[src/rtl/core/ccpd_pkg.sv]
// ----------------------------------------------------------------------------
// ccpd_pkg
// Shared types and codes for the cloud-in-cell deposit and projection block.
// ----------------------------------------------------------------------------
package ccpd_pkg;

  typedef struct packed {
    logic               opcode;
    logic signed [31:0] pos_x;
    logic signed [31:0] pos_y;
    logic signed [31:0] pos_z;
    logic [5:0]         pixel_col;
    logic [5:0]         pixel_row;
  } req_t;

  typedef struct packed {
    logic [35:0] column_sum;
    logic [3:0]  voxels_written;
    logic        saturated;
  } rsp_t;

  typedef struct packed {
    logic rd_en;
    logic wr_en;
  } mem_ctl_t;

  localparam logic OP_DEPOSIT = 1'b0;
  localparam logic OP_READOUT = 1'b1;

  localparam logic [2:0] REG_CENTER_X = 3'd0;
  localparam logic [2:0] REG_CENTER_Y = 3'd1;
  localparam logic [2:0] REG_CENTER_Z = 3'd2;
  localparam logic [2:0] REG_SCALE_X  = 3'd3;
  localparam logic [2:0] REG_SCALE_Y  = 3'd4;
  localparam logic [2:0] REG_SCALE_Z  = 3'd5;

  localparam logic [1:0] AXIS_X = 2'd0;
  localparam logic [1:0] AXIS_Y = 2'd1;
  localparam logic [1:0] AXIS_Z = 2'd2;

  localparam logic [31:0] VOX_MAX = 32'hFFFF_FFFF;
  localparam logic [35:0] SUM_MAX = 36'hF_FFFF_FFFF;

  typedef enum logic [4:0] {
    ST_CLEAR,
    ST_IDLE,
    ST_NORM,
    ST_DIFF,
    ST_MLO,
    ST_MHI,
    ST_SUM,
    ST_QUANT,
    ST_WRAP_WAIT,
    ST_VW1,
    ST_VW2,
    ST_VA1,
    ST_VA2,
    ST_VA3,
    ST_VWR,
    ST_RD_ISSUE,
    ST_RD_ACC,
    ST_DONE
  } state_t;

endpackage

[src/rtl/core/ccpd_wrap.sv]
// ----------------------------------------------------------------------------
// ccpd_wrap
// Iterative true modulo of a signed value by a constant, four bits a cycle.
// ----------------------------------------------------------------------------
module ccpd_wrap #(
  parameter int MODULUS = 64,
  parameter int IN_W    = 36
) (
  input  logic                       clk,
  input  logic                       rst,
  input  logic                       start,
  input  logic signed [IN_W-1:0]     value,
  output logic                       done,
  output logic [$clog2(MODULUS)-1:0] result
);
  import ccpd_pkg::*;

  localparam int STEP  = 4;
  localparam int NSTEP = IN_W / STEP;
  localparam int CW    = $clog2(NSTEP + 1);
  localparam int OW    = $clog2(MODULUS);
  localparam int RW    = OW + 1;

  // 2^n mod m by repeated doubling
  function automatic int pow2mod(input int n, input int m);
    int r;
    r = 1;
    for (int i = 0; i < n; i++) begin
      r = 2 * r;
      if (r >= m) r = r - m;
    end
    return r;
  endfunction

  localparam logic [RW-1:0] MOD_V = RW'(MODULUS);
  localparam logic [RW-1:0] WRAP_C = RW'(pow2mod(IN_W, MODULUS));

  logic [IN_W-1:0] shreg;
  logic [RW-1:0]   rem;
  logic [CW-1:0]   cnt;
  logic            neg;
  logic            run;
  logic [RW-1:0]   rem_next;
  logic [RW:0]     fix;

  always_comb begin
    rem_next = rem;
    for (int i = 0; i < STEP; i++) begin
      rem_next = {rem_next[RW-2:0], shreg[IN_W-1-i]};
      if (rem_next >= MOD_V) rem_next = rem_next - MOD_V;
    end
  end

  // a negative value was taken as value + 2^IN_W; remove that offset
  always_comb begin
    if (!neg) begin
      fix = {1'b0, rem};
    end else if (rem >= WRAP_C) begin
      fix = {1'b0, rem} - {1'b0, WRAP_C};
    end else begin
      fix = {1'b0, rem} + {1'b0, MOD_V} - {1'b0, WRAP_C};
    end
  end

  assign result = fix[OW-1:0];

  always_ff @(posedge clk) begin
    if (rst) begin
      run  <= 1'b0;
      done <= 1'b0;
      cnt  <= '0;
    end else begin
      done <= 1'b0;
      if (start) begin
        shreg <= value;
        rem   <= '0;
        neg   <= value[IN_W-1];
        cnt   <= CW'(NSTEP);
        run   <= 1'b1;
      end else if (run) begin
        shreg <= shreg << STEP;
        rem   <= rem_next;
        cnt   <= cnt - 1'b1;
        if (cnt == CW'(1)) begin
          run  <= 1'b0;
          done <= 1'b1;
        end
      end
    end
  end

endmodule

[config.mk]
export PLATFORM = sky130hd
export DESIGN_NAME = ccpd_wrap
export DESIGN_NICKNAME = d
export VERILOG_FILES = /design/src/rtl/core/ccpd_pkg.sv /design/src/rtl/core/ccpd_wrap.sv
export SDC_FILE = /design/constraint.sdc
export NUM_CORES = 1
export LEC_CHECK = 0
export BUFFER_PORTS_ARGS = -buffer_cell sky130_fd_sc_hd__buf_2
export CAP_MARGIN = 30
export CORE_UTILIZATION = 53
export DETAILED_ROUTE_END_ITERATION = 8
export PLACE_DENSITY = 0.79
export SYNTH_ARGS = -nofsm -noshare
export SYNTH_HDL_FRONTEND = slang
export SYNTH_SLANG_ARGS = --single-unit
[constraint.sdc]
create_clock -name clk -period 3.6 [get_ports clk]
set_input_delay 0.72 -clock clk [delete_from_list [all_inputs] [get_ports clk]]
set_output_delay 0.72 -clock clk [all_outputs]
set_load 0.05 [all_outputs]
==> impl_metrics.yaml <==
status:
  status: "complete, no violations"
setup_path:
  setup.worst_path.start_class: "input port"
  end_kind: "flop"
  cp_max_fo: 22
  arrival_ns: 1.69
  worst_ep_required_time_ns: 3.60
  crit_type: "in2reg"
power_and_ir_drop:
  ir_drop_mv: 0.3190
  pwr_density_cell_nw_per_um2: 467.7
  seq_power_share: 0.602
  power_leakage_nw: 0.8972
  switching_power_mw: 0.2364
  clock_power_share: 0.289
  p_int_mw: 0.8655
  pwr-share-comb: 0.110
  sw_frac_of_total: 0.2145
route:
  drcViolationCount: 0
  vias: 1075
  wl_per_cell_um: 14.20
  wirelength_mm: 3.024
  ant_nets: 0
  vias_per_cell: 5.047
  drt_pass1_iterations: 4
  drt_iter0_drc: 21
yosys:
  ys_warn_count: 0
  ys_seq_area_frac: 0.6900
  ys_types: 20
  syn_area_um2: 2002
  avgSynthCellArea_um2: 16.97
  ys_ff_latch: 48
  netlist_instances: 118
  synth_nets: 159
cts:
  ctsResizeCount: 0
  cts_buffers: 5
  cts_max_path_buffers: 2
  clock_latency_ns: 0.29
  ctsHtreeMaxLevel: 2
  cts_tree: "yes"
  cts_hold_buf: 0
  cts.clk_slew.worst_paths_ns: 0.08
  root_buffer: "clkbuf_8"
  post_cts_buffers: 0
  cts_sinks: 48
floorplan:
  dieWidth_um: 63.46
  start_util: 0.5772
  dieArea_um2: 4027
  core_um2: 3468
  die_y_um: 63.46
  io_pins: 46
  rows: 21
final_layout:
  n_fill_cell: 265
  final_layout_size_suffix_gt1_frac: 0.5269
  num_antenna_cells: 0
  layout_commonest_cell: "buf_2"
  final_cell_mix: "buf_2 (45), edfxtp_1 (42), mux2_2 (32)"
  layout.nets: 207
  instances_no_fill: 213
  area_growth_pct: 17.69
timing:
  slew_viol_final: 0
  setup_tns_ns: 0
  rsz0062_at_grt: "no"
  period_minus_slack_ns: 1.693
  max_freq_ghz: 0.5906
  relSlewSlack: 0.6013
  worst_slew_pin_slew_ns: 0.5966
  hold_violations: 0
  finalSetupViolCount: 0
  fin_crit_sh: 0.4703
  skew_ns: 0.002815
global_route:
  grt_pass1_wl_mm: 5.030
  grt_util_all_layers: 0.1716
  antenna_found_initial: 0
  grt_max_degree: 48
  grt_pass1_vias: 1094
  overflow: 0
placed_design:
  hpwl_mm: 2.129
  placed_cells: 205
  port_buffers: 45
  place.gp.congestion: 0.6781
flow_run:
  drv_cap: 0
worst_hold_path:
  hold_class: "reg2reg"
routing by layer:
metal,track usage,part of all wire,vias up
met5,0,0,-
met4,0.08523,0.014,0
met2,0.2779,0.50,36
met1,0.2078,0.43,504
li1,-,-,529
met3,0.05072,0.055,6
final cells by class:
cell class	instances	area, um^2	area share
clock buffers	8	90.09	0.03824
flip-flops and latches	48	1381	0.5863
multi-input cells	60	568.0	0.2411
inverters	3	11.26	0.004780
repair buffers	48	247.7	0.1052
well taps	46	57.56	0.02443
power groups by stage:
stage	Combinational (mW)	Sequential [mW]	Clock (mW)
after floorplan	0.0743	0.684	0
after global placement	0.115	0.674	0
after detailed placement	0.122	0.676	0
after CTS	0.123	0.663	0.327
after global routing	0.132	0.667	0.349
final	0.121	0.663	0.318
worst max-delay path: stages:
cell and delay, ns:
buf_2 0.14, nor2_4 0.49, buf_4 0.32
synthesized netlist by cell type (all sizes together):
cell | n | area share
edfxtp | 42 | 0.63
mux2 | 32 | 0.18
buf | 7 | 0.024
dfxtp | 6 | 0.060
nor2b | 6 | 0.019
and2 | 4 | 0.012
nor2 | 4 | 0.0075
inv | 3 | 0.0056
a21oi | 2 | 0.0050
ha | 2 | 0.012
nand2 | 2 | 0.0038
nor4b | 2 | 0.016
xnor2 | 2 | 0.0088
a2111oi | 1 | 0.0044
nor3 | 1 | 0.0025
o21a | 1 | 0.0038
xor2 | 1 | 0.0044
path summary, 6_finish.rpt:
check                  from         to  slack, ns  cells past startpoint
setup reg to reg        run  shreg[21]       1.93                      3
setup / recovery        rst  shreg[21]       1.91                      3
hold reg to reg   shreg[35]     rem[3]       0.54                      1
hold / removal    shreg[35]     rem[3]       0.54                      1
per-stage QoR:
stage	hold slack (ns)	setup WS (ns)	utilization	total power, mW	instance area [um^2]
4_1_cts	0.5453	1.899	0.6793	1.113	2356
5_1_grt	0.5696	1.818	0.6793	1.148	2356
3_3_place_gp	0.5133	1.642	0.6533	0.7888	2266
3_5_place_dp	0.5262	1.579	0.6533	0.7985	2266
2_1_floorplan	0.5059	0.3034	-	0.7582	2002
6_report	0.5394	1.907	0.6793	1.102	2356
sequential cells by signal, summed over array words and instances, names as in the netlist:
signal	flops
run	1
rem	6
done	1
cnt	4
shreg	36
logic make-up (layout without fill, tap and decap cells):
| family | Yosys count | after routing | synth area share |
|---|---|---|---|
| AOI/OAI and AO/OA | 4 | 4 | 0.01313 |
| buffers and inverters | 10 | 59 | 0.03000 |
| xor gates and xnor gates | 3 | 3 | 0.01313 |
| adders and majority gates | 2 | 2 | 0.01250 |
| muxes | 32 | 32 | 0.1800 |
| DFF | 48 | 48 | 0.6900 |
| and+or+nand+nor | 19 | 19 | 0.06125 |
Power figures use the tool's default switching activity.
